## src/rtl/jam_pkg.sv

```systemverilog
// ----------------------------------------------------------------------------
// jam_pkg
// Shared types, character codes and lookup functions for the ack matcher.
// ----------------------------------------------------------------------------
package jam_pkg;

  typedef enum logic [1:0] {
    CMD_START = 2'd0,
    CMD_ID    = 2'd1,
    CMD_TEXT  = 2'd2,
    CMD_END   = 2'd3
  } cmd_t;

  // One request as it leaves the input register and is processed.
  typedef struct packed {
    logic       valid;
    cmd_t       cmd;
    logic [7:0] data;
  } item_t;

  localparam logic [7:0] CH_SPACE  = 8'h20;
  localparam logic [7:0] CH_TAB    = 8'h09;
  localparam logic [7:0] CH_CR     = 8'h0D;
  localparam logic [7:0] CH_QUOTE  = 8'h22;
  localparam logic [7:0] CH_BSLASH = 8'h5C;
  localparam logic [7:0] CH_LBRACE = 8'h7B;
  localparam logic [7:0] CH_RBRACE = 8'h7D;
  localparam logic [7:0] CH_COLON  = 8'h3A;
  localparam logic [7:0] CH_COMMA  = 8'h2C;
  localparam logic [7:0] CH_NUL    = 8'h00;

  function automatic logic is_space(input logic [7:0] b);
    return (b == CH_SPACE) || ((b >= CH_TAB) && (b <= CH_CR));
  endfunction

  function automatic logic [7:0] accepted_char(input logic [2:0] idx);
    case (idx)
      3'd0: return "A";
      3'd1: return "C";
      3'd2: return "C";
      3'd3: return "E";
      3'd4: return "P";
      3'd5: return "T";
      3'd6: return "E";
      default: return "D";
    endcase
  endfunction

  function automatic logic [7:0] key_event_char(input logic [2:0] idx);
    case (idx)
      3'd0: return "e";
      3'd1: return "v";
      3'd2: return "e";
      3'd3: return "n";
      3'd4: return "t";
      3'd5: return "_";
      3'd6: return "i";
      default: return "d";
    endcase
  endfunction

  function automatic logic [7:0] key_status_char(input logic [2:0] idx);
    case (idx)
      3'd0: return "s";
      3'd1: return "t";
      3'd2: return "a";
      3'd3: return "t";
      3'd4: return "u";
      3'd5: return "s";
      default: return CH_NUL;
    endcase
  endfunction

endpackage

```

## src/rtl/jam_id_store.sv

```systemverilog
// ----------------------------------------------------------------------------
// jam_id_store
// Holds the expected id in a memory with its length and load flags, and
// prefetches the stored byte that the next value byte will be compared with.
// ----------------------------------------------------------------------------
module jam_id_store
  import jam_pkg::*;
#(
  parameter int ID_MAX = 64,
  localparam int IW = $clog2(ID_MAX)
) (
  input  logic          clk,
  input  logic          rst,
  input  item_t         step,
  input  logic          rd_en,
  input  logic [IW-1:0] rd_addr,
  output logic [7:0]    id_byte,
  output logic [IW-1:0] id_length,
  output logic          id_usable
);

  logic [7:0]    mem [ID_MAX];
  logic [7:0]    rd_q;
  logic          byp;
  logic [7:0]    byp_data;
  logic [IW-1:0] length;
  logic          closed;
  logic          too_long;

  logic          load;
  logic          we;

  assign load = step.valid && (step.cmd == CMD_ID) && !closed && !too_long;
  assign we   = load && (step.data != CH_NUL) && (length != IW'(ID_MAX - 1));

  always_ff @(posedge clk) begin
    if (we) begin
      mem[length] <= step.data;
    end
    if (rd_en) begin
      rd_q     <= mem[rd_addr];
      // A byte written in the same cycle is not yet visible in the array.
      byp      <= we && (length == rd_addr);
      byp_data <= step.data;
    end
  end

  always_ff @(posedge clk) begin
    if (rst) begin
      length   <= '0;
      closed   <= 1'b0;
      too_long <= 1'b0;
    end else if (step.valid && (step.cmd == CMD_START)) begin
      length   <= '0;
      closed   <= 1'b0;
      too_long <= 1'b0;
    end else if (load) begin
      if (step.data == CH_NUL) begin
        closed <= 1'b1;
      end else if (we) begin
        length <= length + 1'b1;
      end else begin
        too_long <= 1'b1;
      end
    end
  end

  assign id_byte   = byp ? byp_data : rd_q;
  assign id_length = length;
  assign id_usable = (length != '0) && !too_long;

endmodule

```

## src/rtl/jam_parser.sv

```systemverilog
// ----------------------------------------------------------------------------
// jam_parser
// Byte-at-a-time parser of the acknowledgement object, with key and value
// matching and the end-of-message verdict.
// ----------------------------------------------------------------------------
module jam_parser
  import jam_pkg::*;
#(
  parameter int ID_MAX = 64,
  parameter int SHORT_CAPACITY = 16,
  localparam int IW = $clog2(ID_MAX),
  localparam int KW = $clog2(SHORT_CAPACITY),
  localparam int CW = IW + 8
) (
  input  logic          clk,
  input  logic          rst,
  input  item_t         step,
  input  logic [7:0]    id_byte,
  input  logic [IW-1:0] id_length,
  input  logic          id_usable,
  output logic          match,
  output logic [IW-1:0] rd_addr
);

  typedef enum logic [2:0] {
    PH_OPEN, PH_MEMBER, PH_KEY, PH_COLON, PH_VOPEN, PH_VALUE, PH_AFTER, PH_DONE
  } phase_t;

  typedef enum logic [1:0] {
    KIND_OTHER, KIND_EVENT, KIND_STATUS
  } kind_t;

  localparam logic [KW-1:0] KEY_LAST   = KW'(SHORT_CAPACITY - 1);
  localparam logic [KW-1:0] KEY_EV_LEN = KW'(8);
  localparam logic [KW-1:0] KEY_ST_LEN = KW'(6);
  localparam logic [IW-1:0] VAL_LAST   = IW'(ID_MAX - 1);
  localparam logic [CW-1:0] SHORT_LAST = CW'(SHORT_CAPACITY - 1);
  localparam logic [CW-1:0] ACC_LEN    = CW'(8);

  phase_t        phase, phase_next;
  logic          rejected, rejected_next;
  logic [KW-1:0] kpos, kpos_next;
  logic          kev, kev_next;
  logic          kst, kst_next;
  logic [IW-1:0] vpos, vpos_next;
  kind_t         kind, kind_next;
  logic          have_ev, have_ev_next;
  logic          have_st, have_st_next;
  logic          ev_eq, ev_eq_next;
  logic          st_eq, st_eq_next;

  logic [7:0]    b;
  logic [CW-1:0] vpos_wide;

  assign b         = step.data;
  assign vpos_wide = CW'(vpos);

  always_comb begin
    phase_next    = phase;
    rejected_next = rejected;
    kpos_next     = kpos;
    kev_next      = kev;
    kst_next      = kst;
    vpos_next     = vpos;
    kind_next     = kind;
    have_ev_next  = have_ev;
    have_st_next  = have_st;
    ev_eq_next    = ev_eq;
    st_eq_next    = st_eq;

    if (step.valid && ((step.cmd == CMD_START) || (step.cmd == CMD_END))) begin
      phase_next    = PH_OPEN;
      rejected_next = 1'b0;
      kpos_next     = '0;
      kev_next      = 1'b1;
      kst_next      = 1'b1;
      vpos_next     = '0;
      kind_next     = KIND_OTHER;
      have_ev_next  = 1'b0;
      have_st_next  = 1'b0;
      ev_eq_next    = 1'b0;
      st_eq_next    = 1'b0;
    end else if (step.valid && (step.cmd == CMD_TEXT) && !rejected) begin
      case (phase)
        PH_OPEN: begin
          if (b == CH_LBRACE) begin
            phase_next = PH_MEMBER;
          end else if (!is_space(b)) begin
            rejected_next = 1'b1;
          end
        end
        PH_MEMBER: begin
          if (b == CH_RBRACE) begin
            phase_next = PH_DONE;
          end else if (b == CH_QUOTE) begin
            phase_next = PH_KEY;
            kpos_next  = '0;
            kev_next   = 1'b1;
            kst_next   = 1'b1;
          end else if (!is_space(b)) begin
            rejected_next = 1'b1;
          end
        end
        PH_KEY: begin
          if (b == CH_QUOTE) begin
            if (kev && (kpos == KEY_EV_LEN) && !have_ev) begin
              kind_next  = KIND_EVENT;
              ev_eq_next = 1'b1;
              phase_next = PH_COLON;
            end else if (kst && (kpos == KEY_ST_LEN) && !have_st) begin
              kind_next  = KIND_STATUS;
              st_eq_next = 1'b1;
              phase_next = PH_COLON;
            end else begin
              rejected_next = 1'b1;
            end
          end else if ((b < CH_SPACE) || (b == CH_BSLASH) || (kpos == KEY_LAST)) begin
            rejected_next = 1'b1;
          end else begin
            if ((kpos >= KEY_EV_LEN) || (key_event_char(kpos[2:0]) != b)) begin
              kev_next = 1'b0;
            end
            if ((kpos >= KEY_ST_LEN) || (key_status_char(kpos[2:0]) != b)) begin
              kst_next = 1'b0;
            end
            kpos_next = kpos + 1'b1;
          end
        end
        PH_COLON: begin
          if (b == CH_COLON) begin
            phase_next = PH_VOPEN;
          end else if (!is_space(b)) begin
            rejected_next = 1'b1;
          end
        end
        PH_VOPEN: begin
          if (b == CH_QUOTE) begin
            phase_next = PH_VALUE;
            vpos_next  = '0;
          end else if (!is_space(b)) begin
            rejected_next = 1'b1;
          end
        end
        PH_VALUE: begin
          if (b == CH_QUOTE) begin
            if (kind == KIND_EVENT) begin
              if (vpos != id_length) begin
                ev_eq_next = 1'b0;
              end
              have_ev_next = 1'b1;
            end else begin
              if (vpos_wide != ACC_LEN) begin
                st_eq_next = 1'b0;
              end
              have_st_next = 1'b1;
            end
            phase_next = PH_AFTER;
          end else if ((b < CH_SPACE) || (b == CH_BSLASH) || (vpos == VAL_LAST)) begin
            rejected_next = 1'b1;
          end else if (kind == KIND_EVENT) begin
            if ((vpos >= id_length) || (id_byte != b)) begin
              ev_eq_next = 1'b0;
            end
            vpos_next = vpos + 1'b1;
          end else if (vpos_wide >= SHORT_LAST) begin
            rejected_next = 1'b1;
          end else begin
            if ((vpos_wide >= ACC_LEN) || (accepted_char(vpos_wide[2:0]) != b)) begin
              st_eq_next = 1'b0;
            end
            vpos_next = vpos + 1'b1;
          end
        end
        PH_AFTER: begin
          if (b == CH_COMMA) begin
            phase_next = PH_MEMBER;
          end else if (b == CH_RBRACE) begin
            phase_next = PH_DONE;
          end else if (!is_space(b)) begin
            rejected_next = 1'b1;
          end
        end
        default: begin
          if (!is_space(b)) begin
            rejected_next = 1'b1;
          end
        end
      endcase
    end
  end

  always_ff @(posedge clk) begin
    if (rst) begin
      phase    <= PH_OPEN;
      rejected <= 1'b0;
      kpos     <= '0;
      kev      <= 1'b1;
      kst      <= 1'b1;
      vpos     <= '0;
      kind     <= KIND_OTHER;
      have_ev  <= 1'b0;
      have_st  <= 1'b0;
      ev_eq    <= 1'b0;
      st_eq    <= 1'b0;
    end else begin
      phase    <= phase_next;
      rejected <= rejected_next;
      kpos     <= kpos_next;
      kev      <= kev_next;
      kst      <= kst_next;
      vpos     <= vpos_next;
      kind     <= kind_next;
      have_ev  <= have_ev_next;
      have_st  <= have_st_next;
      ev_eq    <= ev_eq_next;
      st_eq    <= st_eq_next;
    end
  end

  // The next request compares against the byte at the position this one leaves.
  assign rd_addr = vpos_next;

  assign match = !rejected && (phase == PH_DONE) && have_ev && have_st &&
                 ev_eq && st_eq && id_usable;

endmodule

```

## src/rtl/json_ack_matcher.sv

```systemverilog
// ----------------------------------------------------------------------------
// json_ack_matcher
// Throughput: one request per cycle, except while an end request waits behind an
// unclaimed verdict; each request is processed from the input register, and matched
// is registered as an end request leaves it. The rate is set by the parser state loop
// and the id memory read, which is prefetched as the request enters the input register.
// Reset clears the parser, the id length and both registers; no clearing pass.
// ----------------------------------------------------------------------------
module json_ack_matcher
  import jam_pkg::*;
#(
  parameter int ID_MAX = 64,
  parameter int SHORT_CAPACITY = 16
) (
  input  logic       clk,
  input  logic       rst,
  input  logic       item_valid,
  output logic       item_stall,
  input  logic [1:0] command,
  input  logic [7:0] data_byte,
  output logic       result_valid,
  input  logic       result_stall,
  output logic       matched
);

  localparam int IW = $clog2(ID_MAX);

  logic          a_valid;
  cmd_t          a_cmd;
  logic [7:0]    a_data;
  logic          a_done;
  logic          a_load;
  item_t         step;
  logic [7:0]    id_byte;
  logic [IW-1:0] id_length;
  logic          id_usable;
  logic          match;
  logic [IW-1:0] rd_addr;

  // Only an end request waits, and only while the previous verdict is unclaimed.
  assign a_done     = a_valid && ((a_cmd != CMD_END) || !result_valid || !result_stall);
  assign item_stall = a_valid && !a_done;
  assign a_load     = item_valid && !item_stall;

  assign step.valid = a_done;
  assign step.cmd   = a_cmd;
  assign step.data  = a_data;

  always_ff @(posedge clk) begin
    if (rst) begin
      a_valid <= 1'b0;
    end else if (a_load) begin
      a_valid <= 1'b1;
    end else if (a_done) begin
      a_valid <= 1'b0;
    end
  end

  always_ff @(posedge clk) begin
    if (a_load) begin
      a_cmd  <= cmd_t'(command);
      a_data <= data_byte;
    end
  end

  always_ff @(posedge clk) begin
    if (rst) begin
      result_valid <= 1'b0;
    end else if (a_done && (a_cmd == CMD_END)) begin
      result_valid <= 1'b1;
    end else if (!result_stall) begin
      result_valid <= 1'b0;
    end
  end

  always_ff @(posedge clk) begin
    if (a_done && (a_cmd == CMD_END)) begin
      matched <= match;
    end
  end

  jam_id_store #(
    .ID_MAX (ID_MAX)
  ) u_id_store (
    .clk       (clk),
    .rst       (rst),
    .step      (step),
    .rd_en     (a_load),
    .rd_addr   (rd_addr),
    .id_byte   (id_byte),
    .id_length (id_length),
    .id_usable (id_usable)
  );

  jam_parser #(
    .ID_MAX         (ID_MAX),
    .SHORT_CAPACITY (SHORT_CAPACITY)
  ) u_parser (
    .clk       (clk),
    .rst       (rst),
    .step      (step),
    .id_byte   (id_byte),
    .id_length (id_length),
    .id_usable (id_usable),
    .match     (match),
    .rd_addr   (rd_addr)
  );

endmodule

```

## config.mk

```make
export PLATFORM = sky130hd
export DESIGN_NAME = json_ack_matcher
export DESIGN_NICKNAME = d
export VERILOG_FILES = /design/src/rtl/jam_pkg.sv /design/src/rtl/jam_id_store.sv /design/src/rtl/jam_parser.sv /design/src/rtl/json_ack_matcher.sv
export SDC_FILE = /design/constraint.sdc
export NUM_CORES = 1
export LEC_CHECK = 0
export ABC_CLOCK_PERIOD_IN_PS = 3700
export BUFFER_PORTS_ARGS = -buffer_cell sky130_fd_sc_hd__buf_2
export CORE_UTILIZATION = 30
export DETAILED_ROUTE_END_ITERATION = 10
export MAX_ROUTING_LAYER = met4
export SLEW_MARGIN = 20
export SYNTH_ARGS = -nofsm -noshare
export SYNTH_HDL_FRONTEND = slang
export SYNTH_SLANG_ARGS = --single-unit
export TNS_END_PERCENT = 20
```

## constraint.sdc

```tcl
create_clock -name clk -period 3.7 [get_ports clk]
set_input_delay 0.37 -clock clk [delete_from_list [all_inputs] [get_ports clk]]
set_output_delay 0.37 -clock clk [all_outputs]
set_load 0.02 [all_outputs]
```

==> impl_metrics.env <==
export IMPL_ys_dominant_reg_cell="edfxtp_1"
export IMPL_dpl_hpwl_um=43700
export IMPL_cp_start_kind="flop"
export IMPL_die_w_um=288
export IMPL_critPathBufInv=1
export IMPL_initial_core_util_pct=30.4
export IMPL_p_clk_share_pct=43.1
export IMPL_power_mw=13.0
export IMPL_cp_data_arrival_time_ns=4.01
export IMPL_hold_viol=0
export IMPL_drt_iter0_drc=1829
export IMPL_intPower_mw=10.4
export IMPL_worst_slack_ns=0.0575
export IMPL_ys_top_cells_by_count="540 x edfxtp_1, 325 x nand2_1, 243 x nand3_1"
export IMPL_status="finished clean"
export IMPL_worst_slew_pin_slew_ns=1.03
export IMPL_post_route_min_period_ns=3.64
export IMPL_crit_family="simple AND/OR/NAND/NOR gates"
export IMPL_end_kind="flop"
export IMPL_slew_violations=0
export IMPL_grt_pass1_wl_um=105000
export IMPL_rsz0062_at_grt="yes"
export IMPL_numPlacedInstances=3145
export IMPL_synth_top_cell_area_share_pct=66.0
export IMPL_wirelength_um=69900
export IMPL_cts_tree="yes"
export IMPL_max_stage_delay_ns=0.60
export IMPL_insertion_delay_ns=0.63
export IMPL_timing_final_crit_share_pct=98.4
export IMPL_cp_required_ns=4.07
export IMPL_drcViolationCount=0
export IMPL_synthToLayoutAreaGrowth_pct=19.5
export IMPL_cp_depth=10
export IMPL_nets=2210
export IMPL_instances_no_fill=3279
export IMPL_p_seq_share_pct=54.7
export IMPL_dp_slack_ns=-0.372
export IMPL_placed_area_mm2=0.0270
export IMPL_synthCells=2031
export IMPL_dieArea_mm2=0.0830
export IMPL_clock_sinks=572
export IMPL_clkTransAtPathRegs_ns=0.06
export IMPL_r2r_cells=10
export IMPL_die_h_um=288
export IMPL_cts_buffer_depth=3
export IMPL_ys_ff_latch=572
export IMPL_yosysTopAreaCell="edfxtp_1"
export IMPL_synth_edf_count=540
export IMPL_row_count=104
export IMPL_drv_cap=0
export IMPL_gp_congestion=0.939
export IMPL_synth_nets=2066
export IMPL_grt_max_degree=79
export IMPL_io_pins=17
export IMPL_power_density_mw_per_mm2=443
export IMPL_hold_depth=2
export IMPL_fmax_mhz=275
export IMPL_syn_area_mm2=0.0246
export IMPL_synth_most_common_cell="edfxtp_1"
export IMPL_ys_types=75
export IMPL_final_area_mm2=0.0293
export IMPL_vias=17081
export IMPL_async_flop_share_pct=0
export IMPL_grt_usage_pct=17.1
export IMPL_post_drt_wl_per_cell_um=21.3
export IMPL_crit_chain="or4b_4 > or2_4 > a2111oi_4 > a21o_1 > a21o_4 > buf_12 > nand3_1 > a31oi_2 > nand4_1 > and4_1"
export IMPL_dr_pass1_iters=5
export IMPL_core_mm2=0.0808
export IMPL_grt_pass1_vias=16575
export IMPL_avgViaCountPerCell=5.21
export IMPL_vdd_drop_max_mv=0.322
export IMPL_slew_limit_headroom_pct=31.1
export IMPL_pwr_share_comb_pct=2.3
export IMPL_cts_buffers=59
export IMPL_swShare_pct=20.3
export IMPL_syn_area_per_cell_um2=12.1
export IMPL_p_switching_mw=2.64
export IMPL_ant_nets=0
export IMPL_hold_class="in -> reg"
export IMPL_gr_total_overflow=0
export IMPL_antenna_found_initial=2
export IMPL_cts_root_buf="clkbuf_16"
export IMPL_cts_htree_levels=2
export IMPL_clock_skew_ns=0.0246
export IMPL_p_leak_nw=9.94
export IMPL_crit_path_max_fanout=32
export IMPL_cpMaxStageDelayCell="or4b_4"
export IMPL_io_buffers=16
export IMPL_yosysSeqAreaShare_pct=68.7
export IMPL_synthTopCellsByArea="edfxtp_1 66%, nand2_1 5.0%, nand3_1 5.0%"
export IMPL_setup_violations=0
export IMPL_crit_type="reg -> reg"
export IMPL_drive_gt1_share_pct=14.6
export IMPL_yosysWarnings=0
-- logic make-up (layout without fill, tap and decap cells) --
kind of cell,after synthesis,in the layout,synth area share (%)
XOR/XNOR,30,30,1.07
flip-flops,572,572,68.7
other,0,1,0
multiplexers,59,59,2.41
buffers and inverters,153,340,2.80
AO/OA/AOI/OAI,216,216,5.87
adder cells (fa/ha/maj),22,22,1.11
AND/OR/NAND/NOR,979,979,18.1
-- metrics by stage --
stage	TNS (ns)	hold WS, ns	util (%)
4_1_cts	0	0.414	36.0
5_1_grt	-0.0121	0.424	36.3
2_1_floorplan	-1.49	0.433	-
3_5_place_dp	-1.71	0.457	33.5
6_report	0	0.440	36.3
3_3_place_gp	-1.01	0.448	33.5
-- state kept, by name (all words and copies together), names as in the netlist, 2 cells and up --
register / count
u_parser.phase: 3
a_data: 8
u_parser.kind: 2
u_parser.kpos: 4
u_parser.vpos: 6
u_id_store.byp_data: 8
u_id_store.mem: 512
u_id_store.rd_q: 8
a_cmd: 2
u_id_store.id_length: 6
-- placed cells by master (no fill, tap or decap), types with 7 or more instances in the layout --
cell type      synthesis  routed
and4_1                 8       8
mux2i_1               59      59
o21ai_0               76      76
buf_2                 41      16
o211ai_1              29      29
nor4_1                 8       7
clkbuf_1              67      17
inv_1                 21      21
xnor2_1               25      25
and3_1                 7       7
dlygate4sd3_1          0      14
a32oi_1               17      12
a21oi_1               26      25
clkinv_2               0       8
clkbuf_16              0      64
edfxtp_1             540     540
ha_1                  21      21
a31oi_1               22      20
nand2_1              325     325
nand3_1              243     238
nand2b_1              16      15
buf_4                  8     151
clkinv_1               2      15
nor2_1               209     198
or4_1                  8       8
nand4_1               40      40
dfxtp_1               32      32
nor3_1                85      85
buf_12                 0      21
-- power by group through the flow --
stage	combinational (mW)	clock [mW]	sequential [mW]
global placement	0.271	0	7.24
floorplan	0.0995	0	7.29
finish	0.293	5.60	7.11
detailed placement	0.277	0	7.24
CTS	0.292	5.70	7.11
global route	0.313	5.95	7.11
-- repair_timing --
item	in CTS	in global routing
endpoints found under the hold margin	14	0
pin swaps	5	15
gates cloned	0	3
setup buffers	2	11
endpoints found under the setup margin	8	37
hold buffers	14	0
gates resized for setup	16	20
-- layer usage --
layer / share of wire (%) / track usage [%] / up-vias
met5: 0 / - / -
met4: 3.4 / 6.12 / 0
met3: 7.1 / 2.76 / 153
met2: 46 / 26.0 / 703
met1: 44 / 23.0 / 8436
li1: - / - / 7789
-- final cells by class --
type,count,area (µm²)
sequential,572,16900
multi-input combinational,1306,7300
clock inverter,26,194
fill,7733,51500
timing repair buffer,213,1980
antenna,1,2.50
tap,1060,1330
inverter,23,86.3
clock buffer,78,1590
-- final timing paths --
kind / from / end / slack, ns
worst max register to register: a_data[0]$_DFFE_PP_ / u_id_store.rd_q[2]$_DFFE_PP_ / 0.06
worst min-delay path: data_byte[7] / a_data[7]$_DFFE_PP_ / 0.44
worst max-delay path: a_data[0]$_DFFE_PP_ / u_id_store.rd_q[2]$_DFFE_PP_ / 0.06
worst min register to register: u_parser.kind[1]$_SDFFE_PP0P_ / u_parser.kind[1]$_SDFFE_PP0P_ / 0.47
(Power assumes the default switching activity.)
